File: config.mk
export PLATFORM = sky130hd
export DESIGN_NAME = bounded_ordered_list_engine_core
export DESIGN_NICKNAME = d
export VERILOG_FILES = /design/src/rtl/core/bole_pkg.sv /design/src/rtl/core/bounded_ordered_list_engine_core.sv /design/src/rtl/core/bole_ram.sv /design/src/rtl/core/bole_ctrl.sv /design/src/rtl/core/bole_dpath.sv
export VERILOG_INCLUDE_DIRS = /design/src /design/src/rtl/core
export SDC_FILE = /design/constraint.sdc
export NUM_CORES = 2
export LEC_CHECK = 0
export CORE_AREA = 2 2 458 642
export DETAILED_ROUTE_END_ITERATION = 6
export DIE_AREA = 0 0 460 644
export DONT_BUFFER_PORTS = 1
export SYNTH_ARGS = -nofsm -noshare
export SYNTH_HDL_FRONTEND = slang
export SYNTH_SLANG_ARGS = --single-unit
export TNS_END_PERCENT = 30
File: constraint.sdc
create_clock -name clk_i -period 15.7 [get_ports clk_i]
set_input_delay 1.57 -clock clk_i [delete_from_list [all_inputs] [get_ports clk_i]]
set_output_delay 1.57 -clock clk_i [all_outputs]
set_load 0.01 [all_outputs]
File: src/rtl/core/bounded_ordered_list_engine_core_assert.svh
// ---------------------------------------------------------------------------
// Assertion macros for the ordered list engine
// Concurrent checks, compiled out when SYNTH is defined.
// ---------------------------------------------------------------------------
`ifndef BOUNDED_ORDERED_LIST_ENGINE_CORE_ASSERT_SVH
`define BOUNDED_ORDERED_LIST_ENGINE_CORE_ASSERT_SVH
`ifndef SYNTH
`define BOLE_ASSERT(name, clk, rst_n, prop) \
  name: assert property (@(posedge clk) disable iff (!rst_n) prop) \
    else $error("bole assertion failed");
`define BOLE_ASSERT_ALWAYS(name, clk, prop) \
  name: assert property (@(posedge clk) prop) \
    else $error("bole assertion failed");
`else
`define BOLE_ASSERT(name, clk, rst_n, prop)
`define BOLE_ASSERT_ALWAYS(name, clk, prop)
`endif
`endif

File: src/rtl/core/bole_pkg.sv
// ---------------------------------------------------------------------------
// bole_pkg
// Shared codes, defaults and controller/datapath interface types.
// ---------------------------------------------------------------------------
`timescale 1ns / 1ps

package bole_pkg;

  localparam int unsigned MAX_NODES_DEF = 64;
  localparam int unsigned DATA_BITS_DEF = 32;

  localparam logic [1:0] OP_APPEND       = 2'd0;
  localparam logic [1:0] OP_INSERT_FRONT = 2'd1;
  localparam logic [1:0] OP_REMOVE       = 2'd2;
  localparam logic [1:0] OP_SEARCH       = 2'd3;

  typedef enum logic [1:0] {
    ST_OK        = 2'd0,
    ST_FULL      = 2'd1,
    ST_EMPTY     = 2'd2,
    ST_NOT_FOUND = 2'd3
  } status_e;

  typedef enum logic [3:0] {
    CMD_NONE,
    CMD_INS_RD,        // read link of free head, write data there
    CMD_INS_FIRST,     // node links to itself, becomes tail
    CMD_INS_RD_TAIL,   // pop free list, read link of tail
    CMD_INS_LINK_NEW,  // new node takes tail's old successor
    CMD_INS_LINK_TAIL, // tail links to new node
    CMD_WALK_RD_TAIL,  // start walk at tail
    CMD_WALK_FIRST,    // step to head, load node count
    CMD_WALK_HOP,      // step to next node
    CMD_REM_UNLINK,    // predecessor skips current node
    CMD_REM_FREE       // current node onto free list
  } cmd_e;

  typedef struct packed {
    cmd_e    op;
    logic    load;
    logic    fin;
    status_e status;
    logic    found;
  } dp_cmd_t;

  typedef struct packed {
    logic full;
    logic empty;
    logic is_insert;
    logic is_remove;
    logic hit;
    logic last;
  } dp_stat_t;

endpackage

File: src/rtl/core/bounded_ordered_list_engine_core.sv
// ---------------------------------------------------------------------------
// bounded_ordered_list_engine_core
// Bounded circular singly linked list with free list, one op per command.
// ---------------------------------------------------------------------------
// Usage: drive op_i and value_i with start_i high; the command beat is taken
// at the rising edge where start_i is high and busy_o is low. Exactly one
// result beat follows, shown for a single cycle with done_o high. There is no
// back-pressure on results: the receiver must take the beat in that cycle.
// An insert into a full list, or a remove/search on an empty list, returns
// its status without touching the node memories. Search and remove compare
// nodes head first, up to the count; a remove that hits then unlinks the
// node and puts it onto the free list.
// The walk is bound by the node memories: one link read per cycle.
// busy_o is already low in the result cycle, so the next command may be
// taken there. No clearing pass after reset: never-written link entries
// are recognized by a high-water mark and read as the initial free chain.
// ---------------------------------------------------------------------------
`timescale 1ns / 1ps

module bounded_ordered_list_engine_core
  import bole_pkg::*;
#(
  parameter int unsigned MAX_NODES = MAX_NODES_DEF, // 2 .. 4096 nodes; entry_count_o holds only 7 bits
  parameter int unsigned DATA_BITS = DATA_BITS_DEF  // stored/compared bits, 8 .. 64
) (
  input  logic               clk_i,
  input  logic               rst_ni,
  // command beat
  input  logic               start_i,
  output logic               busy_o,
  input  logic [1:0]         op_i,
  input  logic signed [31:0] value_i,
  // result beat
  output logic               done_o,
  output logic [1:0]         status_o,
  output logic               found_o,
  output logic signed [31:0] removed_value_o,
  output logic [6:0]         entry_count_o
);

  dp_cmd_t  cmd;
  dp_stat_t stat;
  logic     busy;

  // Sequencer; start is qualified by busy here so the FSM sees only accepts.
  bole_ctrl u_ctrl (
    .clk_i   (clk_i),
    .rst_ni  (rst_ni),
    .start_i (start_i && !busy),
    .stat_i  (stat),
    .cmd_o   (cmd),
    .busy_o  (busy),
    .done_o  (done_o)
  );

  // Node memories, list pointers and result registers.
  bole_dpath #(
    .MAX_NODES (MAX_NODES),
    .DATA_BITS (DATA_BITS)
  ) u_dpath (
    .clk_i           (clk_i),
    .rst_ni          (rst_ni),
    .cmd_i           (cmd),
    .op_i            (op_i),
    .value_i         (value_i),
    .stat_o          (stat),
    .status_o        (status_o),
    .found_o         (found_o),
    .removed_value_o (removed_value_o),
    .entry_count_o   (entry_count_o)
  );

  assign busy_o = busy;

endmodule

File: src/rtl/core/bole_ram.sv
// ---------------------------------------------------------------------------
// bole_ram
// Simple dual-port RAM: one write port, one read port, registered read.
// ---------------------------------------------------------------------------
`timescale 1ns / 1ps

module bole_ram #(
  parameter int unsigned WIDTH = 32,
  parameter int unsigned DEPTH = 64
) (
  input  logic                     clk_i,
  input  logic                     we_i,
  input  logic [$clog2(DEPTH)-1:0] waddr_i,
  input  logic [WIDTH-1:0]         wdata_i,
  input  logic [$clog2(DEPTH)-1:0] raddr_i,
  output logic [WIDTH-1:0]         rdata_o
);

  logic [WIDTH-1:0] mem [DEPTH];
  logic [WIDTH-1:0] rdata_q;

  always_ff @(posedge clk_i) begin
    if (we_i) begin
      mem[waddr_i] <= wdata_i;
    end
    rdata_q <= mem[raddr_i];
  end

  assign rdata_o = rdata_q;

endmodule

File: src/rtl/core/bole_ctrl.sv
// ---------------------------------------------------------------------------
// bole_ctrl
// Sequencer: steps each operation through the datapath commands.
// ---------------------------------------------------------------------------
`timescale 1ns / 1ps
`include "bounded_ordered_list_engine_core_assert.svh"

module bole_ctrl
  import bole_pkg::*;
(
  input  logic     clk_i,
  input  logic     rst_ni,
  input  logic     start_i,
  input  dp_stat_t stat_i,
  output dp_cmd_t  cmd_o,
  output logic     busy_o,
  output logic     done_o
);

  typedef enum logic [2:0] {
    S_IDLE,
    S_DECODE,
    S_INS_B,
    S_INS_C,
    S_INS_D,
    S_WALK_FIRST,
    S_CMP,
    S_REM
  } state_e;

  state_e state_q, state_d;
  logic   busy_q, done_q;

  always_comb begin
    cmd_o        = '0;
    cmd_o.op     = CMD_NONE;
    cmd_o.status = ST_OK;
    state_d      = state_q;
    case (state_q)
      S_IDLE: begin
        if (start_i) begin
          cmd_o.load = 1'b1;
          state_d    = S_DECODE;
        end
      end
      S_DECODE: begin
        if (stat_i.is_insert) begin
          if (stat_i.full) begin
            cmd_o.fin    = 1'b1;
            cmd_o.status = ST_FULL;
            state_d      = S_IDLE;
          end else begin
            cmd_o.op = CMD_INS_RD;
            state_d  = S_INS_B;
          end
        end else if (stat_i.empty) begin
          cmd_o.fin    = 1'b1;
          cmd_o.status = ST_EMPTY;
          state_d      = S_IDLE;
        end else begin
          cmd_o.op = CMD_WALK_RD_TAIL;
          state_d  = S_WALK_FIRST;
        end
      end
      S_INS_B: begin
        if (stat_i.empty) begin
          cmd_o.op  = CMD_INS_FIRST;
          cmd_o.fin = 1'b1;
          state_d   = S_IDLE;
        end else begin
          cmd_o.op = CMD_INS_RD_TAIL;
          state_d  = S_INS_C;
        end
      end
      S_INS_C: begin
        cmd_o.op = CMD_INS_LINK_NEW;
        state_d  = S_INS_D;
      end
      S_INS_D: begin
        cmd_o.op  = CMD_INS_LINK_TAIL;
        cmd_o.fin = 1'b1;
        state_d   = S_IDLE;
      end
      S_WALK_FIRST: begin
        cmd_o.op = CMD_WALK_FIRST;
        state_d  = S_CMP;
      end
      S_CMP: begin
        if (stat_i.hit) begin
          if (stat_i.is_remove) begin
            cmd_o.op = CMD_REM_UNLINK;
            state_d  = S_REM;
          end else begin
            cmd_o.fin   = 1'b1;
            cmd_o.found = 1'b1;
            state_d     = S_IDLE;
          end
        end else if (stat_i.last) begin
          cmd_o.fin    = 1'b1;
          cmd_o.status = ST_NOT_FOUND;
          state_d      = S_IDLE;
        end else begin
          cmd_o.op = CMD_WALK_HOP;
        end
      end
      S_REM: begin
        cmd_o.op    = CMD_REM_FREE;
        cmd_o.fin   = 1'b1;
        cmd_o.found = 1'b1;
        state_d     = S_IDLE;
      end
      default: begin
        state_d = S_IDLE;
      end
    endcase
  end

  always_ff @(posedge clk_i or negedge rst_ni) begin
    if (!rst_ni) begin
      state_q <= S_IDLE;
      busy_q  <= 1'b0;
      done_q  <= 1'b0;
    end else begin
      state_q <= state_d;
      busy_q  <= (state_d != S_IDLE);
      done_q  <= cmd_o.fin;
    end
  end

  assign busy_o = busy_q;
  assign done_o = done_q;

  `BOLE_ASSERT_ALWAYS(a_done_not_busy, clk_i, done_q |-> !busy_q)
  `BOLE_ASSERT(a_accept_busy, clk_i, rst_ni, (start_i && !busy_q) |=> busy_q)
  `BOLE_ASSERT(a_fin_done, clk_i, rst_ni, cmd_o.fin |=> (done_q && !busy_q))

endmodule

File: src/rtl/core/bole_dpath.sv
// ---------------------------------------------------------------------------
// bole_dpath
// Node memories, list pointers, walk registers and result registers.
// ---------------------------------------------------------------------------
`timescale 1ns / 1ps
`include "bounded_ordered_list_engine_core_assert.svh"

module bole_dpath
  import bole_pkg::*;
#(
  parameter int unsigned MAX_NODES = MAX_NODES_DEF,
  parameter int unsigned DATA_BITS = DATA_BITS_DEF
) (
  input  logic               clk_i,
  input  logic               rst_ni,
  input  dp_cmd_t            cmd_i,
  input  logic [1:0]         op_i,
  input  logic signed [31:0] value_i,
  output dp_stat_t           stat_o,
  output logic [1:0]         status_o,
  output logic               found_o,
  output logic signed [31:0] removed_value_o,
  output logic [6:0]         entry_count_o
);

  localparam int unsigned AW = $clog2(MAX_NODES);
  localparam int unsigned CW = $clog2(MAX_NODES + 1);
  localparam logic [AW-1:0] LAST_IDX = AW'(MAX_NODES - 1);

  logic [DATA_BITS-1:0] key_q;
  logic [1:0]           op_q;
  logic [AW-1:0]        free_head_q, tail_q, node_q, cur_q, prev_q, rd_addr_q;
  logic [CW-1:0]        total_q, wm_q, left_q;
  logic                 rd_fresh_q;
  logic [31:0]          removed_q;
  status_e              status_q;
  logic                 found_q;

  logic                 link_we, data_we;
  logic [AW-1:0]        link_waddr, link_wdata, link_raddr, link_rdata, link_val;
  logic [DATA_BITS-1:0] data_rdata;
  logic [63:0]          value_wide, data_wide;
  logic [CW+6:0]        count_wide;

  assign value_wide = {32'b0, unsigned'(value_i)};
  assign data_wide  = 64'(data_rdata);
  assign count_wide = {7'b0, total_q};

  // Nodes at or above the watermark were never written: their link is i+1, 0 for the last.
  assign link_val = rd_fresh_q ? ((rd_addr_q == LAST_IDX) ? '0 : rd_addr_q + 1'b1)
                               : link_rdata;

  always_comb begin
    link_we    = 1'b0;
    link_waddr = '0;
    link_wdata = '0;
    link_raddr = '0;
    data_we    = 1'b0;
    case (cmd_i.op)
      CMD_INS_RD: begin
        link_raddr = free_head_q;
        data_we    = 1'b1;
      end
      CMD_INS_FIRST: begin
        link_we    = 1'b1;
        link_waddr = node_q;
        link_wdata = node_q;
      end
      CMD_INS_RD_TAIL: begin
        link_raddr = tail_q;
      end
      CMD_INS_LINK_NEW: begin
        link_we    = 1'b1;
        link_waddr = node_q;
        link_wdata = link_val;
      end
      CMD_INS_LINK_TAIL: begin
        link_we    = 1'b1;
        link_waddr = tail_q;
        link_wdata = node_q;
      end
      CMD_WALK_RD_TAIL: begin
        link_raddr = tail_q;
      end
      CMD_WALK_FIRST, CMD_WALK_HOP: begin
        link_raddr = link_val;
      end
      CMD_REM_UNLINK: begin
        link_we    = 1'b1;
        link_waddr = prev_q;
        link_wdata = link_val;
      end
      CMD_REM_FREE: begin
        link_we    = 1'b1;
        link_waddr = cur_q;
        link_wdata = free_head_q;
      end
      default: begin
      end
    endcase
  end

  bole_ram #(
    .WIDTH (AW),
    .DEPTH (MAX_NODES)
  ) u_link_ram (
    .clk_i   (clk_i),
    .we_i    (link_we),
    .waddr_i (link_waddr),
    .wdata_i (link_wdata),
    .raddr_i (link_raddr),
    .rdata_o (link_rdata)
  );

  bole_ram #(
    .WIDTH (DATA_BITS),
    .DEPTH (MAX_NODES)
  ) u_data_ram (
    .clk_i   (clk_i),
    .we_i    (data_we),
    .waddr_i (free_head_q),
    .wdata_i (key_q),
    .raddr_i (link_raddr),
    .rdata_o (data_rdata)
  );

  // List state
  always_ff @(posedge clk_i or negedge rst_ni) begin
    if (!rst_ni) begin
      free_head_q <= '0;
      tail_q      <= '0;
      total_q     <= '0;
      wm_q        <= '0;
    end else begin
      if (link_we && (CW'(link_waddr) == wm_q)) begin
        wm_q <= wm_q + 1'b1;
      end
      case (cmd_i.op)
        CMD_INS_FIRST: begin
          free_head_q <= link_val;
          tail_q      <= node_q;
          total_q     <= total_q + 1'b1;
        end
        CMD_INS_RD_TAIL: begin
          free_head_q <= link_val;
        end
        CMD_INS_LINK_TAIL: begin
          if (op_q == OP_APPEND) begin
            tail_q <= node_q;
          end
          total_q <= total_q + 1'b1;
        end
        CMD_REM_FREE: begin
          free_head_q <= cur_q;
          total_q     <= total_q - 1'b1;
          if (total_q == CW'(1)) begin
            tail_q <= '0;
          end else if (cur_q == tail_q) begin
            tail_q <= prev_q;
          end
        end
        default: begin
        end
      endcase
    end
  end

  // Walk and result registers
  always_ff @(posedge clk_i) begin
    rd_addr_q  <= link_raddr;
    rd_fresh_q <= (CW'(link_raddr) >= wm_q);
    if (cmd_i.load) begin
      op_q      <= op_i;
      key_q     <= value_wide[DATA_BITS-1:0];
      removed_q <= '0;
    end
    case (cmd_i.op)
      CMD_INS_RD: begin
        node_q <= free_head_q;
      end
      CMD_WALK_RD_TAIL: begin
        cur_q <= tail_q;
      end
      CMD_WALK_FIRST: begin
        prev_q <= cur_q;
        cur_q  <= link_val;
        left_q <= total_q;
      end
      CMD_WALK_HOP: begin
        prev_q <= cur_q;
        cur_q  <= link_val;
        left_q <= left_q - 1'b1;
      end
      CMD_REM_UNLINK: begin
        removed_q <= data_wide[31:0];
      end
      default: begin
      end
    endcase
    if (cmd_i.fin) begin
      status_q <= cmd_i.status;
      found_q  <= cmd_i.found;
    end
  end

  always_comb begin
    stat_o.full      = (total_q == CW'(MAX_NODES));
    stat_o.empty     = (total_q == '0);
    stat_o.is_insert = op_q inside {OP_APPEND, OP_INSERT_FRONT};
    stat_o.is_remove = (op_q == OP_REMOVE);
    stat_o.hit       = (data_rdata == key_q);
    stat_o.last      = (left_q == CW'(1));
  end

  assign status_o        = status_q;
  assign found_o         = found_q;
  assign removed_value_o = signed'(removed_q);
  assign entry_count_o   = count_wide[6:0];

  `BOLE_ASSERT(a_total_bound, clk_i, rst_ni, total_q <= CW'(MAX_NODES))
  `BOLE_ASSERT(a_wm_covers_live, clk_i, rst_ni, wm_q >= total_q)
  `BOLE_ASSERT(a_free_drops_count, clk_i, rst_ni,
               (cmd_i.op == CMD_REM_FREE) |=> (total_q == $past(total_q) - CW'(1)))

endmodule
==> summary by stage <==
Placed design
The final estimated routing congestion in global placement is 0.8666. Detailed placement ended at an HPWL of about 180000 µm. The count of buffers added on input and output ports is 0.

Power
The maximum ir drop on the vdd rail is between 0.00015 and 0.0002 V. The static leakage is about 0.039 µW. The power per standard cell area is approximately 200 nW/µm². The completed layout was analyzed and its total power is 22830 µW.

Critical path
The critical path is of the reg -> reg type. The top fanout value on the critical path is 120. The reg-to-reg critical path endpoint is u_dpath.u_data_ram.rdata_o[10]$_DFF_P_. The reg-to-reg critical path startpoint is u_dpath.key_q[23]$_DFFE_PP_. The critical path's top delay family is buffers and inverters. By instance count, the cell type seen most on the critical path is buf_4. STA classifies the critical path startpoint as a flip-flop. The depth of the critical timing path with buffers and inverters included is 15.

The type of destination of the critical path is a flip-flop. The most critical setup path has its startpoint at u_dpath.key_q[23]$_DFFE_PP_. Measured in cells, the most critical reg-to-reg path has a length of 15. The data arrival time of the critical path is roughly 9.7 ns. Data on the critical path is required at its endpoint by approximately 16 ns. The end point of the critical path is u_dpath.u_data_ram.rdata_o[10]$_DFF_P_. The slowest stage of the critical path belongs to the cell o21ai_1. Walking the worst path, the cells encountered are buf_4, xor2_1, nor4_1, nand4_1, o21ai_1, o21a_4, buf_12, buf_4, buf_4, buf_4, mux2i_1, o22ai_1, nor4_1, nor3_1, or4_1.

Counting both buffers and inverters, the worst setup path holds a total of 5. The highest cell delay on the worst timing path is 1.12 ns. The internal reg-to-reg setup slack is between 6 and 7 ns.

Global route
The total congestion overflow after global routing is 0. The wire length of the first global-routing pass is approximately 450000 µm. The pin count of the biggest net entering global routing is 202.

The number of global-route vias before repair is between 60000 and 70000. The global router's overall resource usage is a little over a fifth. The number of antenna violations at the first check in global routing came to 51.

Synth
The count of synthesis-stage warnings from yosys is 0. The area fraction of the dominant cell type after synthesis is roughly three quarters. Counting every net in the synthesized netlist gives between 7000 and 8000. Counting flops with an async set or reset pin after synthesis yields a share of approximately 1.2%. By area the synthesized netlist is led by edfxtp_1, nand2_1, a21oi_1, mux2i_1, a22oi_1. Averaged over all synthesized cells, the footprint is ~14 µm². The unique cell type count in the Yosys netlist is 63. Among all flip-flop cells after synthesis, the most frequent one is edfxtp_1. Counting flops with a built-in enable in the synthesized netlist gives roughly 2500. Sequential cells were found to cover 76.53% of the synthesized design area. The number of synthesized register bits is between 2000 and 3000.

After synthesis the cells add up to between 100000 and 150000 µm². The largest total area in the synthesized netlist belongs to edfxtp_1. The post-synthesis instance total is 7024.

Clocking
The maximum number of buffers from clock root to sink is 4. In this run, CTS created clock tree buffers numbering between 200 and 250. The clock tree from TritonCTS is yes. Hold repair after CTS inserted 0 buffers. In this run, post-CTS repair resized a total of 0 instances. Post-CTS timing repair inserted 0 buffers for setup. Clock-pin slew was measured on the worst setup and hold paths at around 0.070 ns. The clock latency on the worst-skew pair is a little over 0.9 ns. The H-tree depth reported by CTS is 4.

The clock tree root driver cell is clkbuf_16. The clock drives about 2600 sinks.

Timing
Measured against its own limit, the worst slew margin works out to under 10%. Setup violations remaining at the end of the flow were counted as 0. The worst path uses between 50% and 60% of the clock period. Based on the critical path, the design can be clocked at up to 112.0 MHz. The minimum period implied by the final worst setup slack is 8.930 ns. For the pin with the worst max-slew slack, the measured transition is roughly 1.4 ns. The max-slew violation total from the final report is 0. The number of failing hold endpoints at the final stage is 0. For the final database, setup skew stands at ~0.09 ns. The post-route setup TNS is 0 ns. Setup repair after global routing left no endpoint under its margin.

Worst hold path
In this run the worst hold path is classified as in -> async.

Floorplan
The die span in y is between 600 and 700 µm. The initial cell density of the core is 34.80%. The floorplan has ~240 rows.

The die area is about 300000 µm². The die is roughly 460 µm wide. The area of the core region is around 290000 µm². The I/O pin count is 81.

Routing
The final route contains about 63000 vias. The routed via count divided by cell count is around 5.7. The DRC violation count after routing is 0. For this run, the detailed router's first-pass iteration total came to 6. After the first detailed-routing iteration, the DRC count stood at approximately 8400.

In this run the remaining antenna-violating nets after routing total 0. The routed wire length per instance is ~29 µm. The total wire length after detailed routing is roughly 320000 µm.

Layout
Cells with a size suffix above 1 make up 9.088% of the layout. In the final design database the tool counted about 7000 nets. The library cells used most frequently in the layout, excluding fill and tap cells, are edfxtp_1, nand2_1, a21oi_1, a22oi_1, mux2i_1. The post-synthesis to final-layout area growth is 12.74%.

The final cell utilization of the core is approximately two fifths. Leaving out fill and tap cells, the most frequent cell in the layout is edfxtp_1.

Job
The tool flagged a number of max-cap violations equal to 0.

Outcome
The flow ran to the end, and the final reports show no timing, DRC or antenna violations.
-- synth_stat cells (4+ instances only) --
cell and instances:
dfxtp_1 45, buf_4 18, ha_1 13, nor3_1 159, o22ai_1 303, o221ai_1 6, inv_1 22, xnor2_1 22
edfxtp_1 2526, or3_1 8, nor2_1 170, a221oi_1 8, nand2_1 1256, dfrtp_1 31, clkbuf_1 315, xor2_1 41
a22oi_1 320, and2_1 34, nand2b_1 7, nand3_1 28, o21a_1 4, or4_1 40, buf_2 97, nor4_1 161
mux2i_1 312, nand4_1 9, a21o_1 4, a221o_1 10, buf_1 25, o21ai_0 32, a21oi_1 939, buf_6 10
a31oi_1 5, nor2b_1 5
-- where the power goes --
part | leakage (µW) | switching [µW] | total [µW] | internal (µW)
clock | 0.00386 | 2550 | 5980 | 3430
sequential | 0.0236 | 213 | 8380 | 8170
combinational | 0.0113 | 6230 | 8470 | 2240
total | 0.0388 | 8990 | 22800 | 13800
-- logic make-up after synthesis --
logic type	Yosys count	share of synthesized area, %
compound gates	1654	9.598
xor+xnor	63	0.5447
fa+ha+maj	13	0.1606
buf+inv	490	2.076
flops	2602	76.53
mux	312	3.083
simple gates	1890	8.007
-- worst min-delay path by stage --
| stage | endpoint | start | slack [ns] | depth (start not counted) |
|---|---|---|---|---|
| floorplan | u_dpath.node_q[0]$_DFFE_PP_ | u_dpath.free_head_q[0]$_DFFE_PN0P_ | 0.42 | 0 |
| global placement | u_dpath.rd_fresh_q$_DFF_P_ | u_dpath.wm_q[6]$_DFFE_PN0P_ | 0.48 | 1 |
| global route | u_dpath.wm_q[1]$_DFFE_PN0P_ | rst_ni | 0.31 | 0 |
| CTS | u_dpath.wm_q[0]$_DFFE_PN0P_ | rst_ni | 0.29 | 0 |
| finish | u_dpath.free_head_q[0]$_DFFE_PN0P_ | rst_ni | 0.35 | 0 |
| detailed placement | u_dpath.rd_fresh_q$_DFF_P_ | u_dpath.wm_q[6]$_DFFE_PN0P_ | 0.48 | 1 |
-- worst reg2reg max path, delay by kind of cell, from the launching register on --
kind                      cells  cell delay (ns)
xor gates and xnor gates      1             0.29
and+or+nand+nor               5             2.42
buffers and inverters         5             3.53
DFF                           1             0.32
muxes                         1             0.32
AOI/OAI and AO/OA             3             1.90
-- flip-flops by register name (all words and copies together) (netlist names) --
signal / flops
u_dpath.entry_count_o: 7
u_dpath.free_head_q: 6
u_dpath.left_q: 7
u_dpath.tail_q: 6
u_dpath.removed_value_o: 32
u_dpath.wm_q: 7
u_dpath.u_data_ram.mem: 2048
u_dpath.cur_q: 6
u_ctrl.done_o: 1
u_ctrl.busy_o: 1
u_ctrl.state_q: 3
u_dpath.status_o: 2
u_dpath.rd_fresh_q: 1
u_dpath.rd_addr_q: 6
u_dpath.found_o: 1
u_dpath.prev_q: 6
u_dpath.op_q: 2
u_dpath.u_link_ram.rdata_o: 6
u_dpath.node_q: 6
u_dpath.u_link_ram.mem: 384
u_dpath.key_q: 32
u_dpath.u_data_ram.rdata_o: 32
-- stage by stage --
stage                     std cells  setup WS [ns]  instance area, µm²  hold WS, ns
after floorplan                7024          9.605              101300       0.4231
after global placement        10540          7.138              106200       0.4796
after detailed placement      10540          6.954              106200       0.4825
after CTS                     10970          6.882              114100       0.2864
after global routing          11000          6.551              114200       0.3109
final                         11010          6.770              114200       0.3472
-- routing by layer --
layer | GRT usage (%) | part of all wire, % | vias to the layer above
met5 | 0 | 0.042 | -
met2 | 35.32 | 49 | 3405
met3 | 3.618 | 8.5 | 769
met1 | 24.98 | 36 | 32110
li1 | - | - | 26760
met4 | 12.57 | 6.1 | 20
-- area by class of cell --
class | instances | area, µm²
fill | 26470 | 176900
sequential | 2602 | 77530
multi-input combinational | 3932 | 22350
clock buffer | 274 | 6106
tap | 3792 | 4745
clock inverter | 150 | 1778
timing repair buffer | 191 | 1484
antenna | 45 | 112.6
inverter | 25 | 108.9
No activity file was read; power rests on OpenSTA's default activity.
